--- src/rtl/nmea_sentence_parser_core_defines.svh ---
// Assertion macros for the NMEA sentence parser core.
// Included by the top level; relies on its clock and reset ports.
`ifndef NMEA_SENTENCE_PARSER_CORE_DEFINES_SVH
`define NMEA_SENTENCE_PARSER_CORE_DEFINES_SVH

// The consequent must hold in the same cycle as the antecedent.
`define NSP_ASSERT_SAME(lbl, ante, cons) \
   lbl: assert property (@(posedge clock) disable iff (reset) (ante) |-> (cons)) \
      else $error("NMEA parser check failed in the same cycle");

// The consequent must hold in the cycle after the antecedent.
`define NSP_ASSERT_NEXT(lbl, ante, cons) \
   lbl: assert property (@(posedge clock) disable iff (reset) (ante) |=> (cons)) \
      else $error("NMEA parser check failed in the following cycle");

`endif

--- src/rtl/nmea_sp_pkg.sv ---
// Shared types and constants for the NMEA sentence parser core.
// No dependencies; used by nmea_sp_step and nmea_sentence_parser_core.
package nmea_sp_pkg;

   localparam logic [7:0] CH_NUL   = 8'h00;
   localparam logic [7:0] CH_START = 8'h24;
   localparam logic [7:0] CH_COMMA = 8'h2C;
   localparam logic [7:0] CH_STAR  = 8'h2A;
   localparam logic [7:0] CH_CR    = 8'h0D;

   localparam logic [3:0] CODE_UNKNOWN = 4'd0;
   localparam logic [3:0] CODE_GSV     = 4'd4;
   localparam logic [3:0] CODE_ZDA     = 4'd7;
   localparam logic [3:0] CODE_TXT     = 4'd8;

   localparam logic [6:0] REQUIRED_MASK_RESET = 7'h7F;

   localparam logic [7:0][23:0] NAME_TABLE =
      {"TXT", "ZDA", "VTG", "GLL", "GSV", "RMC", "GSA", "GGA"};

   typedef struct packed {
      logic        starts_dollar;
      logic [15:0] char_window;
      logic [7:0]  code_hits;
      logic [7:0]  dec_accum;
      logic        dec_stopped;
      logic [7:0]  hex_accum;
      logic        hex_stopped;
   } field_type;

   typedef struct packed {
      logic [7:0] running_xor;
      logic       after_asterisk;
      logic [7:0] field_count;
      logic [3:0] current_code;
      logic [7:0] gsv_total;
      logic [7:0] gsv_number;
      logic [6:0] seen_mask;
      field_type  field;
   } state_type;

   typedef struct packed {
      logic       event_kind;
      logic [3:0] sentence_code;
      logic [7:0] field_index;
      logic [7:0] field_value;
      logic       checksum_ok;
      logic       data_ready;
      logic       unknown_sentence;
   } result_type;

endpackage

--- src/rtl/nmea_sp_step.sv ---
// Per-character update of the NMEA parser state and the result it produces.
// Depends on nmea_sp_pkg for the state, field and result types.
module nmea_sp_step (
   input  nmea_sp_pkg::state_type  cur_state,
   input  logic [7:0]              rx_byte,
   input  logic [6:0]              required_mask,
   output nmea_sp_pkg::state_type  nxt_state,
   output logic                    has_result,
   output nmea_sp_pkg::result_type result
);

   function automatic nmea_sp_pkg::field_type add_char(nmea_sp_pkg::field_type f,
                                                      logic [7:0] b);
      nmea_sp_pkg::field_type r;
      logic [3:0]             d;
      logic                   dv;
      r = f;
      for (int k = 0; k < 8; k++) begin
         if ({f.char_window, b} == nmea_sp_pkg::NAME_TABLE[k]) begin
            r.code_hits[k] = 1'b1;
         end
      end
      r.char_window = {f.char_window[7:0], b};
      if (!f.dec_stopped) begin
         if (b >= 8'h30 && b <= 8'h39) begin
            r.dec_accum = (f.dec_accum << 3) + (f.dec_accum << 1) + {4'd0, b[3:0]};
         end else begin
            r.dec_stopped = 1'b1;
         end
      end
      dv = 1'b1;
      if (b >= 8'h30 && b <= 8'h39) begin
         d = b[3:0];
      end else if ((b >= 8'h61 && b <= 8'h66) || (b >= 8'h41 && b <= 8'h46)) begin
         d = b[3:0] + 4'd9;
      end else begin
         d = 4'd0;
         dv = 1'b0;
      end
      if (!f.hex_stopped) begin
         if (dv) begin
            r.hex_accum = {f.hex_accum[3:0], d};
         end else begin
            r.hex_stopped = 1'b1;
         end
      end
      return r;
   endfunction

   function automatic logic [3:0] encode_code(logic [7:0] hits);
      logic [3:0] code;
      code = nmea_sp_pkg::CODE_UNKNOWN;
      for (int k = 7; k >= 0; k--) begin
         if (hits[k]) begin
            code = 4'(k + 1);
         end
      end
      return code;
   endfunction

   nmea_sp_pkg::state_type  closed;
   nmea_sp_pkg::result_type field_rsp;
   nmea_sp_pkg::result_type end_rsp;
   logic                    sum_ok;
   logic                    code_marks;
   logic [6:0]              seen_upd;
   logic                    ready;
   logic [7:0]              xor_upd;

   always_comb begin
      closed = cur_state;
      if (cur_state.field_count == 8'd0 && cur_state.field.starts_dollar) begin
         closed.current_code = encode_code(cur_state.field.code_hits);
      end else if (cur_state.current_code == nmea_sp_pkg::CODE_GSV) begin
         if (cur_state.field_count == 8'd1) begin
            closed.gsv_total = cur_state.field.dec_accum;
         end else if (cur_state.field_count == 8'd2) begin
            closed.gsv_number = cur_state.field.dec_accum;
         end
      end
      closed.field_count = cur_state.field_count + 8'd1;
      closed.field = '0;

      field_rsp = '0;
      field_rsp.sentence_code = closed.current_code;
      field_rsp.field_index = cur_state.field_count;
      field_rsp.field_value = cur_state.field.dec_accum;

      sum_ok = (cur_state.field.hex_accum == cur_state.running_xor);
      code_marks = (cur_state.current_code != nmea_sp_pkg::CODE_UNKNOWN) &&
                   (cur_state.current_code <= nmea_sp_pkg::CODE_ZDA) &&
                   ((cur_state.current_code != nmea_sp_pkg::CODE_GSV) ||
                    (cur_state.gsv_number == cur_state.gsv_total));
      seen_upd = cur_state.seen_mask;
      if (sum_ok && code_marks) begin
         seen_upd = cur_state.seen_mask | (7'd1 << (cur_state.current_code - 4'd1));
      end
      ready = sum_ok && ((seen_upd & required_mask) == required_mask);

      end_rsp.event_kind = 1'b1;
      end_rsp.sentence_code = cur_state.current_code;
      end_rsp.field_index = cur_state.field_count;
      end_rsp.field_value = cur_state.field.dec_accum;
      end_rsp.checksum_ok = sum_ok;
      end_rsp.data_ready = ready;
      end_rsp.unknown_sentence = (cur_state.current_code == nmea_sp_pkg::CODE_UNKNOWN);

      xor_upd = cur_state.after_asterisk ? cur_state.running_xor
                                         : (cur_state.running_xor ^ rx_byte);

      nxt_state = cur_state;
      has_result = 1'b0;
      result = field_rsp;
      case (rx_byte)
         nmea_sp_pkg::CH_NUL: begin
         end
         nmea_sp_pkg::CH_START: begin
            nxt_state.running_xor = 8'd0;
            nxt_state.after_asterisk = 1'b0;
            nxt_state.field_count = 8'd0;
            nxt_state.current_code = nmea_sp_pkg::CODE_UNKNOWN;
            nxt_state.gsv_total = 8'd0;
            nxt_state.gsv_number = 8'd0;
            nxt_state.field = add_char('0, rx_byte);
            nxt_state.field.starts_dollar = 1'b1;
         end
         nmea_sp_pkg::CH_COMMA: begin
            nxt_state = closed;
            nxt_state.running_xor = xor_upd;
            has_result = 1'b1;
         end
         nmea_sp_pkg::CH_STAR: begin
            nxt_state = closed;
            nxt_state.after_asterisk = 1'b1;
            has_result = 1'b1;
         end
         nmea_sp_pkg::CH_CR: begin
            nxt_state.seen_mask = ready ? 7'd0 : seen_upd;
            has_result = 1'b1;
            result = end_rsp;
         end
         default: begin
            nxt_state.running_xor = xor_upd;
            nxt_state.field = add_char(cur_state.field, rx_byte);
         end
      endcase
   end

endmodule

--- src/rtl/nmea_sentence_parser_core.sv ---
// NMEA 0183 sentence parser: one request byte per cycle, a response per field or sentence end.
// A request byte is registered on acceptance, stepped by nmea_sp_step, and its response registered.
// Throughput: one byte per cycle unless rsp_tready stalls; nmea_sp_step is combinational.
// Bytes that end no field or sentence produce no response.
// Reset (synchronous, active high) clears parser state and sets the required mask to all ones.
// Depends on nmea_sp_pkg, nmea_sp_step and nmea_sentence_parser_core_defines.svh.
`include "nmea_sentence_parser_core_defines.svh"

module nmea_sentence_parser_core (
   input  logic        clock,
   input  logic        reset,
   input  logic        req_tvalid,
   output logic        req_tready,
   input  logic [7:0]  req_tdata,   // [7:0] rx_byte
   output logic        rsp_tvalid,
   input  logic        rsp_tready,
   output logic [23:0] rsp_tdata,   // [7:0] field_index, [15:8] field_value,
                                    // [16] checksum_ok, [17] data_ready,
                                    // [18] unknown_sentence, [23:19] zero
   output logic [3:0]  rsp_tuser,   // [3:0] sentence_code
   output logic        rsp_tlast,   // event_kind
   input  logic        csr_wr_en,
   input  logic [6:0]  csr_wr_data  // [6:0] required_mask
);

   logic                    in_valid_ff;
   logic                    in_valid_in;
   logic [7:0]              in_byte_ff;
   nmea_sp_pkg::state_type  state_ff;
   nmea_sp_pkg::state_type  state_in;
   logic                    out_valid_ff;
   nmea_sp_pkg::result_type out_data_ff;
   logic [6:0]              required_mask_ff;
   logic                    advance;
   logic                    has_result;
   nmea_sp_pkg::result_type step_rsp;

   assign advance = !out_valid_ff || rsp_tready;
   assign req_tready = !in_valid_ff || advance;
   assign in_valid_in = req_tvalid ? 1'b1 : (in_valid_ff && !advance);

   nmea_sp_step u_step (
      .cur_state     (state_ff),
      .rx_byte       (in_byte_ff),
      .required_mask (required_mask_ff),
      .nxt_state     (state_in),
      .has_result    (has_result),
      .result        (step_rsp)
   );

   always_ff @(posedge clock) begin
      if (reset) begin
         in_valid_ff <= 1'b0;
         out_valid_ff <= 1'b0;
         state_ff <= '0;
         required_mask_ff <= nmea_sp_pkg::REQUIRED_MASK_RESET;
      end else begin
         if (req_tready) begin
            in_valid_ff <= in_valid_in;
         end
         if (advance) begin
            out_valid_ff <= in_valid_ff && has_result;
            if (in_valid_ff) begin
               state_ff <= state_in;
            end
         end
         if (csr_wr_en) begin
            required_mask_ff <= csr_wr_data;
         end
      end
   end

   always_ff @(posedge clock) begin
      if (req_tvalid && req_tready) begin
         in_byte_ff <= req_tdata;
      end
      if (advance && in_valid_ff && has_result) begin
         out_data_ff <= step_rsp;
      end
   end

   assign rsp_tvalid = out_valid_ff;
   assign rsp_tlast = out_data_ff.event_kind;
   assign rsp_tuser = out_data_ff.sentence_code;
   assign rsp_tdata = {5'd0, out_data_ff.unknown_sentence, out_data_ff.data_ready,
                       out_data_ff.checksum_ok, out_data_ff.field_value,
                       out_data_ff.field_index};

   `NSP_ASSERT_SAME(a_ready_needs_ok, out_valid_ff && out_data_ff.data_ready,
                    out_data_ff.checksum_ok && out_data_ff.event_kind)
   `NSP_ASSERT_SAME(a_field_flags_low, out_valid_ff && !out_data_ff.event_kind,
                    !out_data_ff.checksum_ok && !out_data_ff.data_ready &&
                    !out_data_ff.unknown_sentence)
   `NSP_ASSERT_NEXT(a_seen_cleared,
                    advance && in_valid_ff && has_result && step_rsp.data_ready,
                    state_ff.seen_mask == 7'd0)
   `NSP_ASSERT_SAME(a_code_range, out_valid_ff,
                    out_data_ff.sentence_code <= nmea_sp_pkg::CODE_TXT)

endmodule

--- config.mk ---
export PLATFORM = sky130hd
export DESIGN_NAME = nmea_sentence_parser_core
export DESIGN_NICKNAME = d
export VERILOG_FILES = /design/src/rtl/nmea_sp_pkg.sv /design/src/rtl/nmea_sp_step.sv /design/src/rtl/nmea_sentence_parser_core.sv
export VERILOG_INCLUDE_DIRS = /design/src /design/src/rtl
export SDC_FILE = /design/constraint.sdc
export NUM_CORES = 1
export LEC_CHECK = 0
export BUFFER_PORTS_ARGS = -buffer_cell sky130_fd_sc_hd__buf_4
export CORE_MARGIN = 2
export CORE_UTILIZATION = 48
export DETAILED_ROUTE_END_ITERATION = 8
export GPL_ROUTABILITY_DRIVEN = 0
export HOLD_SLACK_MARGIN = 0.08
export PLACE_DENSITY = 0.65
export SLEW_MARGIN = 20
export SYNTH_ARGS = -nofsm -noshare
export SYNTH_HDL_FRONTEND = slang
export SYNTH_HIERARCHICAL = 1
export SYNTH_SLANG_ARGS = --single-unit
export TNS_END_PERCENT = 50
--- constraint.sdc ---
create_clock -name clock -period 6 [get_ports clock]
set_input_delay 0.3 -clock clock [delete_from_list [all_inputs] [get_ports clock]]
set_output_delay 0.3 -clock clock [all_outputs]
set_load 0.02 [all_outputs]
# Word-level counts from Yosys, hierarchy flattened
# Cells that the tools add are included.
# op_classes
n_lt_le_gt_ge,7
mux,46
n_shift,1
n_reduce_logical,58
addsub,5
n_bitwise,6
eq_ne,22
# ops
operator,count
"24-bit by 23-bit == test with 1-bit output, second input constant",8
43-bit one-hot mux with 3 select lines,1
29-bit one-hot mux with 3 select lines,1
4-bit 2-to-1 mux,13
8-bit 2-to-1 mux,6
4-bit AND reduction,11
3-bit nonzero test,11
16-bit 2-to-1 mux,2
"8-bit by 6-bit == test with 1-bit output, second input constant",3
24-bit 2-to-1 mux,1
9-bit 2-to-1 mux,2
1-bit 2-to-1 mux,17
8-bit == test,2
"8-bit by 7-bit greater-or-equal comparator with 1-bit output, second input constant",2
"8-bit by 7-bit <= comparator with 1-bit output, second input constant",2
8-bit zero test,2
8-bit one-hot mux with 2 select lines,1
7-bit 2-to-1 mux,2
1-bit logical AND,13
5-bit AND reduction,2
3-bit AND reduction,3
"8-bit by 1-bit adder with 8-bit output, second input constant",1
8-bit by 4-bit adder with 8-bit output,1
8-bit adder,1
other kinds (26),37
# word_totals
in_bits,20
output_inout_bits,31
reg_bits,128
elab_cells,177

# Longest topological paths before layout
# Gate-level depths: netlist of run 1.
# depth
depth_word,10
depth_mapped,11
depth_no_buf,10

# Modules after synthesis
# Netlist of run 1, hierarchy kept.
# modules_own_cells
module,seq_area_each_um2,instances,cells_per_inst,area_each_um2
nmea_sentence_parser_core,2882.8,1,450,5228.8
nmea_sp_step,0.0,1,442,2859.0

# Worst setup path after synthesis of run 1
# OpenSTA, ideal clock, no wires.
# synth_path
path_type,register -> register
start,register in_byte_ff[5]
end,"register out_data_ff, in the netlist rsp_tdata[0], enable pin"
path_buffers,1
setup_time_ns,0.405
t_required_ns,5.595
synth_period_minus_slack_ns,2.957
path_stages_with_launch,7
t_arrival_ns,2.552
setup_slack_ns,3.043
path_cell_list,edfxtp_1 > or4_4 > or2_1 > buf_6 > nand2_1 > nand2_1 > nor2_1
# synth_via
elab_chain_cells,4
word_cells_on_any_way,6
classes_between,eq/ne (3); mux (1); reduce/logical (2)
# synth_rtl
item,line,text
start: declaration,nmea_sentence_parser_core.sv:28,logic [7:0] in_byte_ff;
start signal: assignment,nmea_sentence_parser_core.sv:75,in_byte_ff <= req_tdata;
8-bit by 6-bit == test with 1-bit output or 8-bit by 4-bit == test with 1-bit output (tied branches),nmea_sp_step.sv:114,case (rx_byte)
3-bit OR reduction (no source line) (*),-,
1-bit 2-to-1 mux (*),nmea_sp_step.sv:114,
net has_result,nmea_sentence_parser_core.sv:35,logic has_result;
1-bit logical AND (*),nmea_sentence_parser_core.sv:77,if (advance && in_valid_ff && has_result) begin
end signal: assignment,nmea_sentence_parser_core.sv:78,out_data_ff <= step_rsp;
end: declaration,nmea_sentence_parser_core.sv:32,nmea_sp_pkg::result_type out_data_ff;
# The timed path passes the listed nets; every way through them passes the cells marked *.
# A chain may end at the register's enable or synchronous reset.

==> out/metrics.csv, run 1 <==
metric,value,unit
status,completed,
Worst Setup SP,in_byte_ff[0],
largest net degree at the start of global routing,96,
max_slew headroom,0.376,
CORE AREA,16500,µm²
Final Max Tran Viols,0,
reg2reg start,in_byte_ff[0],
P&R area growth vs syn,11.7,%
"Arr. time, crit path",3.44,ns
fin worst setup slack,2.90,ns
XOR/XNOR share of the synthesized area,0.0227,
Post-DRT Antenna Nets,0,
Crit path max-delay family,simple AND/OR/NAND/NOR gates,
first-pass GRT wire length,28700,µm
RSZ-0062 raised after global routing,false,
Sequential Area,2880,µm²
Pwr per Cell Area,232,nW/µm²
initial drt markers,395,
Seq cells post-synth,128,
DR vias,6112,
mux contribution to synthesized area,0.117,
cell count of the worst reg-to-reg path,9,
vias in the first global route,5493,
Worst Hold Class,input pin to register,
routed len/inst,15.3,µm
Max-Cap Viols,0,
TritonCTS clock tree,built,
Main synth FF type,dfxtp_1,
crit path capture type,register,
fin crit share,0.516,
area of the multi-input gates,4720,µm²
most frequent cells in the layout,"nand2b_1, dfxtp_1, mux2i_1, nand2_1, buf_4",
post-synthesis compound-gate area fraction,0.127,
Worst Path Required,6.34,ns
Post-Syn Area,8090,µm²
CTS Buffer Depth,2,
Peak VDD IR,176,µV
YS warnings,6,
post-synthesis simple-gate area fraction,0.279,
Max Clock Skew,0.0103,ns
CTS Buf Count,17,
final worst path period need,3.10,ns
DIE HEIGHT,134,µm
critical-path cell list,"inv_1, ha_1, and2_1, o211ai_4, nand2_1, nor2_1, a22o_1, nand2b_1, mux2i_1",
Worst Hold Path Cells,2,
CTS H-Tree Depth,4,
Static Leak,0.00325,µW
maximum clock frequency,323,MHz
worst slew pin tran,0.924,ns
Port Buffers,45,
Detailed Routing Iterations Pass 1,5,
worst hold path startpoint,csr_wr_data[2],
# Post-CTS Setup Buffers,0,
"FFs w/ async S/R, synth",0,
Ant. Diodes,0,
post-synthesis sequential area ratio,0.356,
endpoints failing setup,0,
share of cells above drive strength 1,0.108,
CP max-delay cell,nor2_1,
Post-Syn Instances,892,
Sink Count,128,
Chip Width,134,µm
crit-path max FO,11,
"CTS clk-pin slew, worst paths",0.06,ns
Cell variety after synth,72,
cts hold-fix bufs,14,
adder-cell share of the synthesized area,0.0343,
Crit Path Class,register to register,
Layout Nets,950,
PostCTS Resize Cnt,0,
die footprint,17900,µm²
Total GRT Usage,0.200,
"slowest stage delay, CP",0.54,ns
post-DP HPWL,11900,µm
Rows,47,
"most common cell after layout, fill and taps aside",nand2b_1,
# IOs,51,
worst path bufs/invs,1,
Hold EP,required_mask_ff[2],
fillcell total,1525,
total negative slack,0,ns
initial antenna violation count,0,
largest family of logic cells by synthesized area,simple AND/OR/NAND/NOR gates,
crit start category,register,
initial core utilization,0.489,
gr ovfl total,0,
R2R Setup Slk,2.90,ns
Final Hold Viols,0,
DRT Wirelength,17500,µm
pre-CTS setup slack,2.56,ns
Post-Syn Area per Cell,9.07,µm²
vias per cell,5.35,
clk root buf,clkbuf_16,
worst skew pair latency,0.42,ns
Post-synth EDFFs,32,
DRC viols,0,
R2R Path End,state_ff[38],
-- cell usage after synthesis (all sizes together), types with 4 or more instances --
master	count	area share
a211o	7	0.0076
a21o	6	0.0056
a21oi	21	0.015
a22o	20	0.022
a31oi	14	0.011
a41oi	6	0.0065
and2	6	0.0046
and3	4	0.0031
buf	43	0.041
clkbuf	28	0.013
dfxtp	96	0.24
edfxtp	32	0.12
ha	19	0.029
inv	18	0.0084
mux2i	91	0.11
nand2	69	0.032
nand2b	184	0.14
nand3	20	0.012
nand3b	4	0.0037
nand4	7	0.0054
nor2	33	0.016
nor2b	18	0.015
nor3	11	0.0082
nor4	7	0.0091
nor4b	4	0.0070
o21ai	58	0.036
xnor2	19	0.021
-- cell type report --
type                       count  share of cell area
clock inverter                 6             0.00900
timing repair buffer          65              0.0579
tap                          220              0.0305
inverter                      19             0.00789
clock buffer                  26              0.0530
sequential                   128               0.319
multi-input combinational    678               0.523
-- cell families after synthesis --
logic type / Yosys count
DFF: 128
other: 1
AOI/OAI and AO/OA: 151
and+or+nand+nor: 386
buffers and inverters: 90
muxes: 94
xor gates and xnor gates: 21
adders and majority gates: 21
-- worst max-delay path by stage --
stage | end | slack, ns | cells after the start
after global placement | state_ff[40] | 2.61 | 7
after CTS | state_ff[38] | 2.55 | 7
after detailed placement | state_ff[38] | 2.56 | 7
after global routing | state_ff[38] | 2.65 | 9
final | state_ff[38] | 2.90 | 9
after floorplan | rsp_tdata[0] | 3.04 | 6
-- report_power, final --
group	switching (µW)	internal, µW
clock	366	630
combinational	88.1	84.5
sequential	28.4	900
-- stage by stage --
step	cell area (µm²)	utilization	hold slack, ns	std cells	total power, µW
2_1_floorplan	8100	-	0.399	896	1080
3_3_place_gp	8330	0.504	0.471	1096	1110
3_5_place_dp	8330	0.504	0.477	1096	1110
4_1_cts	9030	0.547	0.0820	1142	2120
5_1_grt	9040	0.547	0.0971	1142	2170
6_report	9040	0.547	0.0943	1142	2100
-- sequential cells by signal (all words and copies together), names as in the netlist --
register          cells
in_byte_ff            8
rsp_tlast             1
state_ff             87
in_valid_ff           1
required_mask_ff      7
rsp_tvalid            1
rsp_tuser             4
rsp_tdata            19
-- metal layers --
| metal | track usage | part of all wire | vias to the layer above |
|---|---|---|---|
| li1 | - | - | 3125 |
| met1 | 0.274 | 0.49 | 2872 |
| met2 | 0.326 | 0.47 | 96 |
| met3 | 0.0367 | 0.035 | 19 |
| met4 | 0.0561 | 0.011 | 0 |
| met5 | 0 | 0 | - |
(Power assumes the default switching activity.)
==> run 2, diff against run 1 <==
==> constraint.sdc (replaced) <==
create_clock -name clock -period 2.92 [get_ports clock]
set_input_delay 0.146 -clock clock [delete_from_list [all_inputs] [get_ports clock]]
set_output_delay 0.146 -clock clock [all_outputs]
set_load 0.02 [all_outputs]
==> run 2 against run 1 <==
Against the previous run: die area did not move; clock power up 89%; core utilization is 1.3 points higher; routed wire length is 0.93% higher; fmax grew 19%; via count up 2.1%; clock skew fell by 0.00098 ns; clock-buffer cell count fell by 5; register-to-register slack worse by 2.6 ns; final cell count increased by 2.4%; sequential cell count did not move.
==> out/metrics.csv, run 2 (synthesis results as in run 1) <==
metric,value,unit,change
Detailed Routing Iterations Pass 1,5,,unchanged
R2R Setup Slk,0.31,ns,-2.59 ns
# Post-CTS Setup Buffers,0,,unchanged
CTS H-Tree Depth,4,,unchanged
max_slew headroom,0.597,,+0.222
DIE HEIGHT,134,µm,unchanged
Peak VDD IR,434,µV,+150%
post-DP HPWL,11900,µm,+0.21%
DRT Wirelength,17600,µm,+0.93%
CTS Buf Count,17,,unchanged
crit path capture type,register,,
Port Buffers,45,,unchanged
Max Clock Skew,0.00929,ns,-0.000985 ns
Chip Width,134,µm,unchanged
final worst path period need,2.61,ns,-0.488 ns
worst slew pin tran,0.604,ns,-0.319 ns
Sink Count,128,,unchanged
Pwr per Cell Area,451,nW/µm²,+94%
Largest Register,state_ff,,
Ant. Diodes,0,,unchanged
Final Max Tran Viols,0,,unchanged
Static Leak,0.00336,µW,+3.4%
RSZ-0062 raised after global routing,false,,
Max-Cap Viols,0,,unchanged
TritonCTS clock tree,built,,
clk root buf,clkbuf_16,,
gr ovfl total,0,,unchanged
endpoints failing setup,0,,unchanged
CTS Buffer Depth,2,,unchanged
first-pass GRT wire length,28900,µm,+0.70%
"slowest stage delay, CP",0.54,ns,about the same
DR vias,6243,,+2.1%
routed len/inst,15.1,µm,-1.4%
total negative slack,0,ns,unchanged
crit-path max FO,7,,-4
# IOs,51,,unchanged
Post-DRT Antenna Nets,0,,unchanged
die footprint,17900,µm²,unchanged
initial drt markers,414,,+4.8%
CORE AREA,16500,µm²,unchanged
Final Hold Viols,0,,unchanged
status,completed,,
vias per cell,5.34,,-0.22%
Total GRT Usage,0.203,,+0.00245
"CTS clk-pin slew, worst paths",0.06,ns,about the same
"most common cell after layout, fill and taps aside",nand2b_1,,
Rows,47,,unchanged
Final Instance Count excl. Fillers,1169,,+2.4%
most frequent cells in the layout,"nand2b_1, dfxtp_1, mux2i_1, nand2_1, buf_4",,
vias in the first global route,5653,,+2.9%
dpl cells,1113,,+1.6%
share of cells above drive strength 1,0.120,,+0.0117
P&R area growth vs syn,14.4,%,
DRC viols,0,,unchanged
CP max-delay cell,dfxtp_1,,
Worst Path Required,3.28,ns,-3.06 ns
maximum clock frequency,383,MHz,+19%
number of flip-flops in the largest register,87,,unchanged
"Arr. time, crit path",2.97,ns,-0.47 ns
fin crit share,0.894,,+0.377
initial antenna violation count,0,,unchanged
worst skew pair latency,0.42,ns,about the same
crit start category,register,,
initial core utilization,0.489,,unchanged
Crit Path Class,register to register,,
critical-path cell list,"fa_1, ha_1, a21o_1, a21oi_1, o21bai_1, a2111o_1, o211ai_1, nand2b_1, mux2i_1",,
Layout Nets,977,,+2.8%
Worst Hold Class,input pin to register,,
fillcell total,1526,,+0.066%
largest net degree at the start of global routing,85,,-11%
[run 2: cell types whose count changed in the layout (fill, tap and decap cells not counted), sizes merged]
| cell | before | now |
|---|---|---|
| bufinv | 2 | 1 |
| clkinvlp | 1 | 0 |
| clkbuf | 26 | 21 |
| dlygate4sd3 | 14 | 24 |
| buf | 51 | 68 |
| clkinv | 4 | 11 |
[run 2: layout make-up]
| cell class | instances | area (µm²) | area share |
|---|---|---|---|
| timing repair buffer | 92 | 788 | 0.0852 |
| tap | 220 | 275 | 0.0298 |
| clock inverter | 11 | 72.6 | 0.00785 |
| sequential | 128 | 2880 | 0.312 |
| clock buffer | 21 | 440 | 0.0476 |
| multi-input combinational | 678 | 4720 | 0.510 |
| inverter | 19 | 71.3 | 0.00771 |
[run 2: layer usage]
metal,share of wire,vias up,GRT usage
li1,-,3182,-
met3,0.035,21,0.0442
met1,0.49,2930,0.274
met5,0,-,0
met2,0.46,110,0.320
met4,0.018,0,0.0745
[run 2: worst max-delay path: cells and delay by family, from the launching register on]
kind,cells,cell delay [ns]
compound gates,5,0.98
fa+ha+maj,2,0.83
flops,1,0.54
mux,1,0.11
simple gates,1,0.07
[run 2: report_power, final]
part           internal [µW]  total, µW  leakage [µW]  switching, µW
clock network           1140       1880      0.000253            742
logic                    195        391       0.00206            195
registers               1850       1900       0.00105           49.8
total                   3190       4180       0.00336            987
[run 2: final timing paths]
| kind | start | end | depth (start not counted) |
|---|---|---|---|
| setup / recovery | state_ff[10] | state_ff[17] | 9 |
| hold / removal | reset | state_ff[73] | 3 |
| setup reg to reg | state_ff[10] | state_ff[17] | 9 |
| hold reg to reg | state_ff[40] | state_ff[40] | 2 |
[run 2: through the flow]
| step | cell area, µm² | setup slack, ns | total power (µW) | utilization | hold WS [ns] |
|---|---|---|---|---|---|
| floorplan | 8110 | 0.355 | 2210 | - | 0.245 |
| global placement | 8500 | 0.311 | 2300 | 0.514 | 0.325 |
| detailed placement | 8500 | 0.309 | 2300 | 0.514 | 0.326 |
| CTS | 9250 | 0.284 | 4220 | 0.560 | 0.320 |
| global route | 9250 | 0.0924 | 4350 | 0.560 | 0.359 |
| finish | 9250 | 0.311 | 4180 | 0.560 | 0.324 |
[run 2: what timing repair did]
item | 4_1_cts | 5_1_grt
gates resized for setup | 0 | 0
hold endpoints to repair | 17 | 0
hold buffers | 24 | 0
